`config.mk`:
```
export PLATFORM = sky130hd
export DESIGN_NAME = mpeg2_sequence_header_extractor
export DESIGN_NICKNAME = d
export VERILOG_FILES = /design/src/hw/rtl/m2sh_pkg.sv /design/src/hw/rtl/m2sh_parser.sv /design/src/hw/rtl/mpeg2_sequence_header_extractor.sv
export SDC_FILE = /design/constraint.sdc
export NUM_CORES = 1
export LEC_CHECK = 0
export BUFFER_PORTS_ARGS = -buffer_cell sky130_fd_sc_hd__buf_2
export CORE_MARGIN = 1.5
export CORE_UTILIZATION = 60
export DETAILED_ROUTE_END_ITERATION = 10
export GPL_ROUTABILITY_DRIVEN = 0
export PLACE_DENSITY = 0.79
export SLEW_MARGIN = 20
export SYNTH_ARGS = -nofsm -noshare
export SYNTH_HDL_FRONTEND = slang
export SYNTH_SLANG_ARGS = --single-unit
export TNS_END_PERCENT = 30
```
`constraint.sdc`:
```
create_clock -name clk -period 9 [get_ports clk]
set_input_delay 0.9 -clock clk [delete_from_list [all_inputs] [get_ports clk]]
set_output_delay 0.9 -clock clk [all_outputs]
set_load 0.01 [all_outputs]
```
`src/hw/rtl/m2sh_pkg.sv`:
```
// Shared types and constants for the MPEG-2 sequence header extractor.
// No dependencies; imported by m2sh_parser and the top level.
`default_nettype none

package m2sh_pkg;

  // Start codes of the headers in the chain.
  localparam logic [31:0] SEQ_CODE = 32'h0000_01b3;
  localparam logic [31:0] EXT_CODE = 32'h0000_01b5;
  localparam logic [31:0] GOP_CODE = 32'h0000_01b8;

  // Section lengths in bytes.
  localparam logic [7:0] SEQ_LEN    = 8'd12;
  localparam logic [7:0] MATRIX_LEN = 8'd64;
  localparam logic [7:0] EXT_LEN    = 8'd10;
  localparam logic [7:0] DISP_LEN   = 8'd12;
  localparam logic [7:0] GOP_LEN    = 8'd8;
  localparam logic [7:0] PROBE_LEN  = 8'd4;

  // Matrix flag bits in the byte that closes a section.
  localparam logic [7:0] INTRA_FLAG    = 8'h02;
  localparam logic [7:0] NONINTRA_FLAG = 8'h01;

  // Result status codes.
  localparam logic [2:0] ST_OK          = 3'd0;
  localparam logic [2:0] ST_NOT_KEY     = 3'd1;
  localparam logic [2:0] ST_NO_SEQ      = 3'd2;
  localparam logic [2:0] ST_NO_INTRA    = 3'd3;
  localparam logic [2:0] ST_NO_NONINTRA = 3'd4;
  localparam logic [2:0] ST_NO_EXT      = 3'd5;
  localparam logic [2:0] ST_NO_DISP     = 3'd6;
  localparam logic [2:0] ST_NO_GOP      = 3'd7;

  typedef struct packed {
    logic [7:0] data_byte;
    logic       key_frame;
    logic       last_byte;
  } item_t;

  typedef struct packed {
    logic [2:0] status;
    logic [7:0] header_len;
  } result_t;

endpackage

`default_nettype wire

```
`src/hw/rtl/m2sh_parser.sv`:
```
// Header chain parser: holds the per-packet parse state and steps it by one byte.
// Depends on m2sh_pkg.
`default_nettype none

module m2sh_parser
  import m2sh_pkg::*;
(
  input  wire logic    clk,
  input  wire logic    rst,
  input  wire logic    step,
  input  wire item_t   item,
  output logic         res_valid,
  output result_t      res
);

  typedef enum logic [3:0] {
    PH_IDLE,
    PH_SEQ,
    PH_INTRA,
    PH_NONINTRA,
    PH_EXT,
    PH_PROBE,
    PH_DISP,
    PH_GOP,
    PH_DONE
  } phase_t;

  phase_t      phase, phase_next;
  logic [7:0]  byte_index, byte_index_next;
  logic [7:0]  section_end, section_end_next;
  logic [31:0] code_window, code_window_next;
  logic [2:0]  pending_status, pending_status_next;

  logic [8:0]  idx_wide;
  logic [8:0]  end_wide;
  logic        at_end;
  logic        at_ext_code;
  logic        at_gop_code;
  logic [2:0]  st;

  always_comb begin
    phase_next          = phase;
    byte_index_next     = byte_index;
    section_end_next    = section_end;
    code_window_next    = code_window;
    pending_status_next = pending_status;

    // First byte of a packet: sample the key flag.
    if (phase == PH_IDLE) begin
      byte_index_next  = '0;
      code_window_next = '0;
      if (item.key_frame) begin
        phase_next       = PH_SEQ;
        section_end_next = SEQ_LEN;
      end else begin
        phase_next          = PH_DONE;
        pending_status_next = ST_NOT_KEY;
        section_end_next    = '0;
      end
    end

    code_window_next = {code_window_next[23:0], item.data_byte};

    idx_wide    = {1'b0, byte_index_next};
    end_wide    = {1'b0, section_end_next};
    at_end      = (idx_wide + 9'd1) == end_wide;
    at_ext_code = (idx_wide + {1'b0, EXT_LEN} - 9'd3) == end_wide;
    at_gop_code = (idx_wide + {1'b0, GOP_LEN} - 9'd3) == end_wide;

    unique case (phase_next)
      PH_SEQ: begin
        if (byte_index_next == 8'd3 && code_window_next != SEQ_CODE) begin
          phase_next          = PH_DONE;
          pending_status_next = ST_NO_SEQ;
          section_end_next    = '0;
        end else if (byte_index_next == SEQ_LEN - 8'd1) begin
          if ((item.data_byte & INTRA_FLAG) != 8'd0) begin
            phase_next       = PH_INTRA;
            section_end_next = SEQ_LEN + MATRIX_LEN;
          end else if ((item.data_byte & NONINTRA_FLAG) != 8'd0) begin
            phase_next       = PH_NONINTRA;
            section_end_next = SEQ_LEN + MATRIX_LEN;
          end else begin
            phase_next       = PH_EXT;
            section_end_next = SEQ_LEN + EXT_LEN;
          end
        end
      end
      PH_INTRA: begin
        if (at_end) begin
          if ((item.data_byte & NONINTRA_FLAG) != 8'd0) begin
            phase_next       = PH_NONINTRA;
            section_end_next = section_end_next + MATRIX_LEN;
          end else begin
            phase_next       = PH_EXT;
            section_end_next = section_end_next + EXT_LEN;
          end
        end
      end
      PH_NONINTRA: begin
        if (at_end) begin
          phase_next       = PH_EXT;
          section_end_next = section_end_next + EXT_LEN;
        end
      end
      PH_EXT: begin
        if (at_ext_code && code_window_next != EXT_CODE) begin
          phase_next          = PH_DONE;
          pending_status_next = ST_NO_EXT;
          section_end_next    = '0;
        end else if (at_end) begin
          phase_next       = PH_PROBE;
          section_end_next = section_end_next + PROBE_LEN;
        end
      end
      PH_PROBE: begin
        // Four bytes tell whether a display extension or the GOP header follows.
        if (at_end) begin
          if (code_window_next == EXT_CODE) begin
            phase_next       = PH_DISP;
            section_end_next = section_end_next + DISP_LEN - PROBE_LEN;
          end else if (code_window_next == GOP_CODE) begin
            phase_next       = PH_GOP;
            section_end_next = section_end_next + GOP_LEN - PROBE_LEN;
          end else begin
            phase_next          = PH_DONE;
            pending_status_next = ST_NO_GOP;
            section_end_next    = '0;
          end
        end
      end
      PH_DISP: begin
        if (at_end) begin
          phase_next       = PH_GOP;
          section_end_next = section_end_next + GOP_LEN;
        end
      end
      PH_GOP: begin
        if (at_gop_code && code_window_next != GOP_CODE) begin
          phase_next          = PH_DONE;
          pending_status_next = ST_NO_GOP;
          section_end_next    = '0;
        end else if (at_end) begin
          // Section end now equals the total header length.
          phase_next          = PH_DONE;
          pending_status_next = ST_OK;
        end
      end
      default: begin
      end
    endcase

    unique case (phase_next)
      PH_DONE:     st = pending_status_next;
      PH_SEQ:      st = ST_NO_SEQ;
      PH_INTRA:    st = ST_NO_INTRA;
      PH_NONINTRA: st = ST_NO_NONINTRA;
      PH_EXT:      st = ST_NO_EXT;
      PH_DISP:     st = ST_NO_DISP;
      default:     st = ST_NO_GOP;
    endcase

    res.status     = st;
    res.header_len = (st == ST_OK) ? section_end_next : 8'd0;
    res_valid      = step && item.last_byte;

    if (item.last_byte) begin
      phase_next          = PH_IDLE;
      byte_index_next     = '0;
      section_end_next    = '0;
      code_window_next    = '0;
      pending_status_next = ST_OK;
    end else if (byte_index_next != 8'hff) begin
      byte_index_next = byte_index_next + 8'd1;
    end
  end

  always_ff @(posedge clk) begin
    if (rst) begin
      phase          <= PH_IDLE;
      byte_index     <= '0;
      section_end    <= '0;
      code_window    <= '0;
      pending_status <= ST_OK;
    end else if (step) begin
      phase          <= phase_next;
      byte_index     <= byte_index_next;
      section_end    <= section_end_next;
      code_window    <= code_window_next;
      pending_status <= pending_status_next;
    end
  end

endmodule

`default_nettype wire

```
`src/hw/rtl/mpeg2_sequence_header_extractor.sv`:
```
// Top level of the MPEG-2 sequence header extractor: input register, parser, result register.
// Depends on m2sh_pkg and m2sh_parser.
`default_nettype none

// Channel   Direction  Contents
// s_axis    in         one packet byte per transaction; tuser = key flag, tlast = final byte
// m_axis    out        one status transaction per packet, issued for its final byte
//
// Each byte is held in the input register and then takes one step of the parser,
// whose state update is a byte compare and a short add. The result of a packet
// is registered when the parser steps on its final byte, then shown on m_axis.
// Sustained rate is one byte per cycle while the output accepts every result.
// Reset clears the parse state and both valid flags. A stalled output
// keeps a final byte waiting in the input register, and the input stalls
// behind it; bytes that end no packet step through even while the output is full.

module mpeg2_sequence_header_extractor
  import m2sh_pkg::*;
(
  input  wire logic        clk,
  input  wire logic        rst,

  input  wire logic        s_axis_tvalid,
  output logic             s_axis_tready,
  input  wire logic [7:0]  s_axis_tdata,   // [7:0] data_byte
  input  wire logic        s_axis_tuser,   // [0] key_frame
  input  wire logic        s_axis_tlast,   // last_byte

  output logic             m_axis_tvalid,
  input  wire logic        m_axis_tready,
  output logic [15:0]      m_axis_tdata    // [2:0] status, [10:3] header_len, [15:11] zero
);

  // Input register stage.
  logic    in_valid;
  item_t   in_item;

  // Output register stage.
  logic    out_valid;
  result_t out_res;

  logic    step;
  logic    res_valid;
  result_t res;

  // A byte that produces a result may step only when the output slot is free
  // or is emptied in this same cycle.
  assign step = in_valid &&
                (!in_item.last_byte || !out_valid || m_axis_tready);
  assign s_axis_tready = !in_valid || step;

  always_ff @(posedge clk) begin
    if (rst) begin
      in_valid <= 1'b0;
    end else if (s_axis_tready) begin
      in_valid <= s_axis_tvalid;
    end
  end

  always_ff @(posedge clk) begin
    if (s_axis_tready && s_axis_tvalid) begin
      in_item.data_byte <= s_axis_tdata;
      in_item.key_frame <= s_axis_tuser;
      in_item.last_byte <= s_axis_tlast;
    end
  end

  m2sh_parser u_parser (
    .clk       (clk),
    .rst       (rst),
    .step      (step),
    .item      (in_item),
    .res_valid (res_valid),
    .res       (res)
  );

  always_ff @(posedge clk) begin
    if (rst) begin
      out_valid <= 1'b0;
    end else if (res_valid) begin
      out_valid <= 1'b1;
    end else if (m_axis_tready) begin
      out_valid <= 1'b0;
    end
  end

  always_ff @(posedge clk) begin
    if (res_valid) begin
      out_res <= res;
    end
  end

  assign m_axis_tvalid = out_valid;
  assign m_axis_tdata  = {5'd0, out_res.header_len, out_res.status};

endmodule

`default_nettype wire
```
==> results of run 1 <==
## stage by stage
stage	power, mW	instances	hold slack, ns
floorplan	0.394	628	0.440
global placement	0.409	708	0.456
detailed placement	0.410	708	0.467
CTS	0.657	724	0.477
global route	0.682	724	0.506
finish	0.654	724	0.476
## routing by layer
layer	routed length, microns	track usage [%]	part of all wire (%)
met5	0	0	0
met4	491	15.0	3.7
met3	1270	7.64	9.7
met2	5850	48.5	45
met1	5510	41.5	42
## how the worst min path moves through the flow
| stage | start | end | slack (ns) | depth (start not counted) |
|---|---|---|---|---|
| 6_report | u_parser.code_window[0] | u_parser.code_window[0] | 0.48 | 2 |
| 5_1_grt | u_parser.code_window[0] | u_parser.code_window[0] | 0.51 | 2 |
| 4_1_cts | u_parser.code_window[0] | u_parser.code_window[0] | 0.48 | 2 |
| 3_5_place_dp | u_parser.code_window[0] | u_parser.code_window[0] | 0.47 | 2 |
| 3_3_place_gp | u_parser.code_window[4] | u_parser.code_window[4] | 0.46 | 2 |
| 2_1_floorplan | u_parser.code_window[0] | u_parser.code_window[0] | 0.44 | 2 |
## synthesized netlist by cell type, types with 3 or more instances
cell and n:
a211oi_1 6, a21o_1 7, a21oi_1 48, a22oi_1 22
a311oi_1 5, a31o_2 3, a31oi_1 15, a41oi_1 5
and2_1 3, and3_1 8, buf_1 4, buf_2 6
buf_4 7, buf_6 3, clkbuf_1 32, dfxtp_1 49
edfxtp_1 21, ha_1 7, inv_1 9, mux2i_1 7
nand2_1 54, nand2b_1 12, nand3_1 29, nand3b_1 8
nand4_1 12, nor2_1 75, nor2b_1 8, nor3_1 26
nor3b_1 6, nor4_1 12, nor4b_1 6, o2111ai_1 5
o211ai_1 4, o21ai_0 30, o22ai_1 3, o31ai_1 3
or3_1 3, or4_1 3, xnor2_1 8, xor2_1 11
## final cells by class
type | count | area (sq um) | share of cell area [%]
tap | 102 | 128 | 2.51
timing repair buffer | 30 | 160 | 3.15
multi-input combinational | 496 | 2960 | 58.3
sequential | 70 | 1610 | 31.7
clock buffer | 9 | 124 | 2.44
clock inverter | 7 | 62.6 | 1.23
inverter | 10 | 37.5 | 0.738
## sequential cells by signal, summed over array words and instances, names as in the netlist
name and cells:
u_parser.pending_status 3, u_parser.code_window 24, u_parser.phase 4, m_axis_tdata 11
m_axis_tvalid 1, in_valid 1, u_parser.byte_index 8, u_parser.section_end 8
in_item 10
## power groups by stage
stage	combinational, mW	clock (mW)	sequential, mW
after global routing	0.0711	0.270	0.341
after floorplan	0.0512	0	0.342
after detailed placement	0.0631	0	0.347
after CTS	0.0632	0.254	0.340
after global placement	0.0620	0	0.347
final	0.0650	0.249	0.340
## worst reg2reg max path, cell delays in order, from the launching register on
cell and delay (ns):
dfxtp_1 0.52, or4_1 0.58, buf_4 0.25, a311oi_1 0.32
a41oi_1 0.09, nor4_2 0.62, nand4_1 0.28, o31ai_4 0.14
or3_1 0.28, nand2_1 0.08, or4_1 0.76, nor2_1 0.20
## cells by family after synthesis
family,Yosys count,share of synthesized area (%)
flops,70,33.3
compound gates,177,24.2
buf+inv,62,5.96
other cells,1,0.0774
fa+ha+maj,7,1.81
simple gates,281,29.8
mux,7,1.45
xor+xnor,19,3.43
==> summary.txt, run 1 <==
Status -> completed
Cell Area, Synth -> 4850 sq um
CP Buf/Inv Count -> 1
Bufs on Longest Clock Path -> 2
Hold_buf cts -> 0
Routed wire length -> 13,100 microns
Initial Utilization -> 62.4%
Post-synth EDFFs -> 21
Vias in the first global route -> 4,391
Synth Flop Type -> dfxtp_1
Seq/Total Area, Yosys -> 33.3%
Critical Path End Type -> register
Setup CP Type -> register to register
Yosys top cell by area -> dfxtp_1
Critical path startpoint -> u_parser.phase[3]
Yosys warnings -> 0
Clock power frac -> 38.0%
CP most frequent cell -> or4_1
WL/cell -> 18.1 microns
Nets -> 638
Power density cells -> 129 nW/um^2
Post-synth ARST share -> 0%
Util after Layout -> 65.5%
Clock Pin Slew Worst Setup and Hold Paths -> 0.09 ns
RR Endpoint -> m_axis_tdata[7]
Layout Skew -> 0.0160 ns
Total track usage -> 31.6%
FP Rows -> 32
CTS resizes -> 0
Die width -> 92.9 microns
Maxcap violations -> 0
Slowest cell on crit path -> or4_1
Largest fanout on the critical path -> 31
CTS sink cnt -> 70
IO buf count -> 26
Most frequent cells in the layout -> nor2_1, nand2_1, dfxtp_1, a21oi_1, o21ai_0
Area delta synth->final -> 4.96%
Internal power -> 459 uW
Crit share post-route -> 47.3%
First-pass GRT wire length -> 21,500 microns
Comb power frac -> 9.9%
Initial antenna violation count -> 0
Layout cells sized above 1 -> 10.3%
Worst-path cell chain -> or4_1 > buf_4 > a311oi_1 > a41oi_1 > nor4_2 > nand4_1 > o31ai_4 > or3_1 > nand2_1 > or4_1 > nor2_1
Flop2flop setup slack -> 4.74 ns
Largest net degree at the start of global routing -> 51
Worst Path Required -> 9.21 ns
PnR worst setup slack -> 4.74 ns
Hpwl dp -> 9230 microns
Synth top area cells -> dfxtp_1, edfxtp_1, nor2_1
Final Max Slew Viols -> 0
H-tree levels -> 3
CTS tree -> done
FF+latch count, synth -> 70
Placed Area -> 4900 sq um
Final min period -> 4.26 ns
Diode count -> 0
Worst path top cell family by delay -> simple AND/OR/NAND/NOR gates
# IOs -> 32
Most common cell after layout, fill and taps aside -> nor2_1
Fmax -> 235 MHz
Pre-CTS setup slack -> 4.87 ns
Syn Inst Count -> 624
Reg2reg path depth -> 11
Die height -> 92.9 microns
Worst stage delay on the critical path -> 0.76 ns
RSZ-0062 raised after global routing -> no
Fillers -> 717
Worst slew pin tran -> 1.17 ns
Sequential share of power -> 52.0%
Reg2Reg Launch Point -> u_parser.phase[3]
Synth unique cells -> 69
Die ar. -> 8620 sq um
Insertion delay to the later sink of the worst-skew pair -> 0.36 ns
Relative slew slack -> 21.6%
Setup_tns -> 0 ns
Starting DRT DRC Count -> 543
DRC errors left -> 0
Net switching power -> 195 uW
Crit path depth -> 11
Initial DRT Pass Iterations -> 6
Leakage power -> 1.74 nW
Max VDD drop -> 0.000133 V
Synth Area per Inst -> 7.77 sq um
Vias per Instance -> 6.77
Switch share -> 29.8%
DR vias -> 4,905
Startpoint types -> register
HP Class -> register to register
GRT overflow -> 0
Core area -> 7770 sq um
Root Driver -> clkbuf_8
Final antenna-violating net count -> 0
Share of the synthesized area in the top cell type -> 20.2%
Worst Path Arrival -> 4.47 ns
Final Instance Area -> 5090 sq um
Num CTS Buffers -> 9
Final setup fails -> 0
Post-CTS setup buffers -> 0
Hold Vio Cnt, Final -> 0
Critical Path End -> m_axis_tdata[7]
Note: power is estimated with default switching activity, not from simulation.
==> inputs of run 2 (changes only) <==
--- a/config.mk
+++ b/config.mk
@@ -7,10 +7,10 @@
 export LEC_CHECK = 0
 export BUFFER_PORTS_ARGS = -buffer_cell sky130_fd_sc_hd__buf_2
 export CORE_MARGIN = 1.5
-export CORE_UTILIZATION = 60
+export CORE_UTILIZATION = 56
 export DETAILED_ROUTE_END_ITERATION = 10
 export GPL_ROUTABILITY_DRIVEN = 0
-export PLACE_DENSITY = 0.79
+export PLACE_DENSITY = 0.78
 export SLEW_MARGIN = 20
 export SYNTH_ARGS = -nofsm -noshare
 export SYNTH_HDL_FRONTEND = slang
==> constraint.sdc (replaced) <==
create_clock -name clk -period 3.4 [get_ports clk]
set_input_delay 0.34 -clock clk [delete_from_list [all_inputs] [get_ports clk]]
set_output_delay 0.34 -clock clk [all_outputs]
set_load 0.01 [all_outputs]
==> summary.txt, run 2 (synthesized netlist as in run 1, its figures left out) <==
CTS tree -> done (unchanged)
Nets -> 709 (was 638)
Diode count -> 0 (unchanged)
Reg2reg path depth -> 18 (was 11)
CP most frequent cell -> nor3_2 (was or4_1)
DRC errors left -> 0 (unchanged)
Root Driver -> clkbuf_8 (unchanged)
Final Instance Area -> 5810 sq um (was 5090 sq um)
Vias per Instance -> 6.78 (was 6.77)
Util after Layout -> 70.0% (was 65.5%)
Routed wire length -> 15,100 microns (was 13,100 microns)
Layout Skew -> 0.0164 ns (was 0.0160 ns)
Core area -> 8300 sq um (was 7770 sq um)
Die width -> 96.0 microns (was 92.9 microns)
Most frequent cells in the layout -> nor2_1, buf_4, nand2_1, a21oi_1, dfxtp_1 (was nor2_1, nand2_1, dfxtp_1, a21oi_1, o21ai_0)
Fillers -> 633 (was 717)
Layout cells sized above 1 -> 24.2% (was 10.3%)
Crit share post-route -> 99.9% (was 47.3%)
Largest register by flop count -> u_parser.code_window (unchanged)
Area delta synth->final -> 19.9% (was 4.96%)
RSZ-0062 raised after global routing -> yes (was no)
H-tree levels -> 3 (unchanged)
Hpwl dp -> 10,700 microns (was 9230 microns)
Power density cells -> 305 nW/um^2 (was 129 nW/um^2)
Placed Area -> 5400 sq um (was 4900 sq um)
HP Class -> primary input to register (was register to register)
Hold Slack -> 0.150 ns (was 0.476 ns)
Worst stage delay on the critical path -> 0.38 ns (was 0.76 ns)
Largest net degree at the start of global routing -> 51 (unchanged)
Flop2flop setup slack -> 0.004 ns (was 4.74 ns)
Clock Pin Slew Worst Setup and Hold Paths -> 0.09 ns (about the same)
Starting DRT DRC Count -> 580 (was 543)
Final Max Slew Viols -> 0 (unchanged)
Worst slew pin tran -> 0.977 ns (was 1.17 ns)
Bufs on Longest Clock Path -> 2 (unchanged)
First-pass GRT wire length -> 23,900 microns (was 21,500 microns)
Final min period -> 3.40 ns (was 4.26 ns)
Hold path start -> s_axis_tdata[4] (was u_parser.code_window[0])
IO buf count -> 26 (unchanged)
Status -> completed (unchanged)
Initial antenna violation count -> 0 (unchanged)
DR vias -> 5,413 (was 4,905)
# IOs -> 32 (unchanged)
Hold Path Depth -> 1 (was 2)
Number of flip-flops in the largest register -> 24 (unchanged)
RR Endpoint -> m_axis_tdata[7] (unchanged)
Num CTS Buffers -> 9 (unchanged)
Worst-path cell chain -> buf_6 > nor4_4 > buf_4 > buf_6 > mux2i_2 > inv_1 > ha_2 > a21o_1 > nor2_2 > nor3_2 > a31o_2 > a21oi_2 > nand3_2 > nor3_2 > a21oi_1 > nor3_2 > buf_4 > nor2_1 (was or4_1 > buf_4 > a311oi_1 > a41oi_1 > nor4_2 > nand4_1 > o31ai_4 > or3_1 > nand2_1 > or4_1 > nor2_1)
Startpoint types -> register (unchanged)
Leakage power -> 2.14 nW (was 1.74 nW)
Maxcap violations -> 0 (unchanged)
Die height -> 96.0 microns (was 92.9 microns)
Die ar. -> 9220 sq um (was 8620 sq um)
Reg2Reg Launch Point -> u_parser.phase[0] (was u_parser.phase[3])
Setup CP Type -> register to register (unchanged)
Fmax -> 294 MHz (was 235 MHz)
Slowest cell on crit path -> nor3_2 (was or4_1)
Worst Path Arrival -> 3.52 ns (was 4.47 ns)
Relative slew slack -> 34.4% (was 21.6%)
Worst hold endpoint -> in_item[6] (was u_parser.code_window[0])
Final setup fails -> 0 (unchanged)
CTS sink cnt -> 70 (unchanged)
Worst Path Required -> 3.52 ns (was 9.21 ns)
WL/cell -> 19.0 microns (was 18.1 microns)
Hold Vio Cnt, Final -> 0 (unchanged)
Final antenna-violating net count -> 0 (unchanged)
Max VDD drop -> 0.000300 V (was 0.000133 V)
Initial Utilization -> 58.4% (was 62.4%)
CP Buf/Inv Count -> 5 (was 1)
Cells after DPL -> 776 (was 708)
GRT overflow -> 0 (unchanged)
Worst path top cell family by delay -> simple AND/OR/NAND/NOR gates (unchanged)
Setup_tns -> 0 ns (unchanged)
Total track usage -> 33.7% (was 31.6%)
Insertion delay to the later sink of the worst-skew pair -> 0.37 ns (was 0.36 ns)
Vias in the first global route -> 4,976 (was 4,391)
Fin cells -> 798 (was 724)
Most common cell after layout, fill and taps aside -> nor2_1 (unchanged)
Initial DRT Pass Iterations -> 6 (unchanged)
Largest fanout on the critical path -> 5 (was 31)
FP Rows -> 33 (was 32)
Critical Path End Type -> register (unchanged)
-- run 2: cell types whose count changed in the layout (fill, tap and decap cells not counted), moves of 3 or more --
cell	before	now
buf_6	0	4
a211oi_1	6	3
buf_4	4	71
a211oi_2	0	3
dfxtp_1	49	43
nor3_1	26	21
nor3_2	0	5
dfxtp_2	0	6
-- run 2: through the flow --
| stage | worst slack (ns) | total power, mW |
|---|---|---|
| finish | 0.00391 | 1.77 |
| global route | -0.108 | 1.83 |
| CTS | 0.00377 | 1.75 |
| detailed placement | -0.132 | 1.12 |
| global placement | -0.0562 | 1.11 |
| floorplan | 0.00533 | 1.04 |
-- run 2: worst max-delay path by stage --
stage | from | end | slack (ns) | cells past startpoint
3_5_place_dp | u_parser.byte_index[6] | m_axis_tdata[5] | -0.13 | 9
4_1_cts | u_parser.byte_index[3] | m_axis_tdata[5] | 0.004 | 10
3_3_place_gp | u_parser.byte_index[1] | m_axis_tdata[5] | -0.06 | 10
2_1_floorplan | u_parser.phase[1] | m_axis_tdata[8] | 0.005 | 15
6_report | u_parser.phase[0] | m_axis_tdata[7] | 0.004 | 18
5_1_grt | u_parser.phase[0] | m_axis_tdata[7] | -0.11 | 18
-- run 2: area by class of cell --
type / instances / area, sq um / share of cell area [%]
clock buffer: 9 / 124 / 2.13
clock inverter: 7 / 60.1 / 1.03
inverter: 10 / 37.5 / 0.646
multi-input combinational: 496 / 3130 / 53.9
sequential: 70 / 1620 / 27.9
tap: 105 / 131 / 2.26
timing repair buffer: 101 / 708 / 12.2
-- run 2: report_power, final --
group	switching (mW)	internal [mW]	leakage [nW]
combinational	0.138	0.0878	1.44
clock	0.370	0.279	0.0931
sequential	0.0195	0.877	0.608
total	0.528	1.24	2.14
-- run 2: routing by layer --
layer,share of wire [%],track usage [%],vias to the layer above
li1,-,-,2439
met3,12,7.58,100
met1,38,44.0,2467
met5,0,0,-
met2,45,51.8,407
met4,5.0,17.8,0
-- run 2: timing repair --
item	CTS	global route
hold buffers	0	0
setup endpoints to repair	8	17
setup buffers	0	6
pin swaps	0	9
resized for setup	1	40
==> inputs of run 3 (changes only) <==
==> constraint.sdc (replaced) <==
create_clock -name clk -period 3.4 [get_ports clk]
set_input_delay 0.68 -clock clk [delete_from_list [all_inputs] [get_ports clk]]
set_output_delay 0.68 -clock clk [all_outputs]
set_load 0.01 [all_outputs]
==> summary.txt, run 3 (synthesized netlist as in run 1, its figures left out) <==
Nets -> 705 (was 709)
Die ar. -> 9220 sq um (unchanged)
Worst path top cell family by delay -> simple AND/OR/NAND/NOR gates (unchanged)
Final min period -> 3.34 ns (was 3.40 ns)
Comb power frac -> 12.4% (was 12.8%)
Initial antenna violation count -> 0 (unchanged)
Diode count -> 0 (unchanged)
Initial DRT Pass Iterations -> 8 (was 6)
Layout cells sized above 1 -> 23.4% (was 24.2%)
Area delta synth->final -> 18.6% (was 19.9%)
PnR worst setup slack -> 0.0561 ns (was 0.00391 ns)
Die height -> 96.0 microns (unchanged)
Hold Slack -> 0.482 ns (was 0.150 ns)
WL/cell -> 19.0 microns (about the same)
Setup CP Type -> register to register (unchanged)
Root Driver -> clkbuf_8 (unchanged)
IO buf count -> 26 (unchanged)
Switch share -> 30.2% (was 29.8%)
CTS sink cnt -> 70 (unchanged)
Critical Path End Type -> register (unchanged)
Core area -> 8300 sq um (unchanged)
Most frequent cells in the layout -> nor2_1, buf_4, nand2_1, a21oi_1, dfxtp_1 (unchanged)
# IOs -> 32 (unchanged)
CP Buf/Inv Count -> 0 (was 5)
Hpwl dp -> 10,900 microns (was 10,700 microns)
Die width -> 96.0 microns (unchanged)
Largest fanout on the critical path -> 8 (was 5)
Largest register by flop count -> u_parser.code_window (unchanged)
Worst-path cell chain -> or4_4 > a311oi_1 > a41oi_1 > nor4_4 > a21o_1 > o21a_1 > a32o_1 > nand3_1 > or4_4 > a21oi_2 (was buf_6 > nor4_4 > buf_4 > buf_6 > mux2i_2 > inv_1 > ha_2 > a21o_1 > nor2_2 > nor3_2 > a31o_2 > a21oi_2 > nand3_2 > nor3_2 > a21oi_1 > nor3_2 > buf_4 > nor2_1)
Final antenna-violating net count -> 0 (unchanged)
Worst stage delay on the critical path -> 0.60 ns (was 0.38 ns)
Worst Path Arrival -> 3.56 ns (was 3.52 ns)
DRC errors left -> 0 (unchanged)
Slowest cell on crit path -> or4_4 (was nor3_2)
Final Max Slew Viols -> 0 (unchanged)
Insertion delay to the later sink of the worst-skew pair -> 0.37 ns (about the same)
Max VDD drop -> 0.000326 V (was 0.000300 V)
Hold_buf cts -> 0 (unchanged)
Number of flip-flops in the largest register -> 24 (unchanged)
Worst Path Required -> 3.62 ns (was 3.52 ns)
Net switching power -> 536 uW (was 528 uW)
Power density cells -> 309 nW/um^2 (was 305 nW/um^2)
Fmax -> 299 MHz (was 294 MHz)
Most common cell after layout, fill and taps aside -> nor2_1 (unchanged)
Layout Skew -> 0.0163 ns (was 0.0164 ns)
Bufs on Longest Clock Path -> 2 (unchanged)
Vias per Instance -> 6.84 (was 6.78)
Relative slew slack -> 34.6% (was 34.4%)
H-tree levels -> 3 (unchanged)
Maxcap violations -> 0 (unchanged)
Largest net degree at the start of global routing -> 34 (was 51)
Starting DRT DRC Count -> 711 (was 580)
Clock Pin Slew Worst Setup and Hold Paths -> 0.09 ns (about the same)
Crit share post-route -> 98.4% (was 99.9%)
Clock power frac -> 37.2% (was 36.6%)
Initial Utilization -> 58.4% (unchanged)
Setup_tns -> 0 ns (unchanged)
Final setup fails -> 0 (unchanged)
Total track usage -> 34.0% (was 33.7%)
Sequential share of power -> 50.4% (was 50.6%)
Startpoint types -> register (unchanged)
Worst slew pin tran -> 0.976 ns (was 0.977 ns)
Final Instance Area -> 5750 sq um (was 5810 sq um)
First-pass GRT wire length -> 24,100 microns (was 23,900 microns)
HP Class -> primary input to register (unchanged)
Vias in the first global route -> 5,070 (was 4,976)
Pre-CTS setup slack -> -0.209 ns (was -0.132 ns)
Leakage power -> 2.11 nW (was 2.14 nW)
DR vias -> 5,428 (was 5,413)
CP most frequent cell -> or4_4 (was nor3_2)
Num CTS Buffers -> 9 (unchanged)
Internal power -> 1.24 mW (about the same)
Routed wire length -> 15,100 microns (about the same)
Status -> completed (unchanged)
Hold Vio Cnt, Final -> 0 (unchanged)
GRT overflow -> 0 (unchanged)
Fillers -> 657 (was 633)
FP Rows -> 33 (unchanged)
Placed Area -> 5380 sq um (was 5400 sq um)
CTS tree -> done (unchanged)
-- run 3: cell types whose count changed in the layout (fill, tap and decap cells not counted), moves of 2 or more --
cell | before | now
nor3_1 | 21 | 19
nor3_2 | 5 | 7
buf_6 | 4 | 0
a211oi_1 | 3 | 5
a211oi_2 | 3 | 1
-- run 3: area by class of cell --
class                   instances  area, sq um  share of cell area, %
clock inverters                 7         60.1                   1.05
flip-flops and latches         70         1620                   28.2
clock buffers                   9          124                   2.16
repair buffers                 97          671                   11.7
multi-input cells             496         3100                   54.0
inverters                      10         37.5                  0.653
well taps                     105          131                   2.29
-- run 3: routing by layer --
metal  part of all wire [%]  routed length [microns]  vias to the layer above  global-route usage, %
li1                       -                        -                     2432                      -
met1                     39                     5870                     2473                   42.6
met2                     45                     6810                      432                   54.4
met3                     11                     1630                       91                   7.03
met4                    4.9                      737                        0                   18.8
met5                      0                        0                        -                      0
-- run 3: per-stage QoR --
| stage | cells | utilization, % | total power, mW |
|---|---|---|---|
| 6_report | 794 | 69.2 | 1.78 |
| 5_1_grt | 794 | 69.2 | 1.83 |
| 4_1_cts | 790 | 67.2 | 1.77 |
| 3_5_place_dp | 773 | 64.8 | 1.12 |
| 3_3_place_gp | 773 | 64.8 | 1.11 |
| 2_1_floorplan | 628 | - | 1.04 |
-- run 3: worst paths after layout --
check | start | end | slack, ns | depth (start not counted)
max | u_parser.phase[1] | m_axis_tdata[5] | 0.06 | 10
min | s_axis_tdata[7] | in_item[9] | 0.48 | 1
max reg2reg | u_parser.phase[1] | m_axis_tdata[5] | 0.06 | 10
min reg2reg | u_parser.code_window[3] | u_parser.code_window[3] | 0.49 | 2
-- run 3: power by group through the flow --
stage	registers, mW	logic (mW)	clock network (mW)
2_1_floorplan	0.907	0.137	0
3_3_place_gp	0.912	0.197	0
3_5_place_dp	0.914	0.202	0
4_1_cts	0.894	0.204	0.671
5_1_grt	0.898	0.236	0.700
6_report	0.896	0.219	0.661
-- run 3: timing repair --
| item | 4_1_cts | 5_1_grt |
|---|---|---|
| resized for setup | 3 | 31 |
| pin swaps | 2 | 7 |
| setup buffers | 1 | 4 |
| hold endpoints to repair | 0 | 0 |
| endpoints found under the setup margin | 8 | 13 |
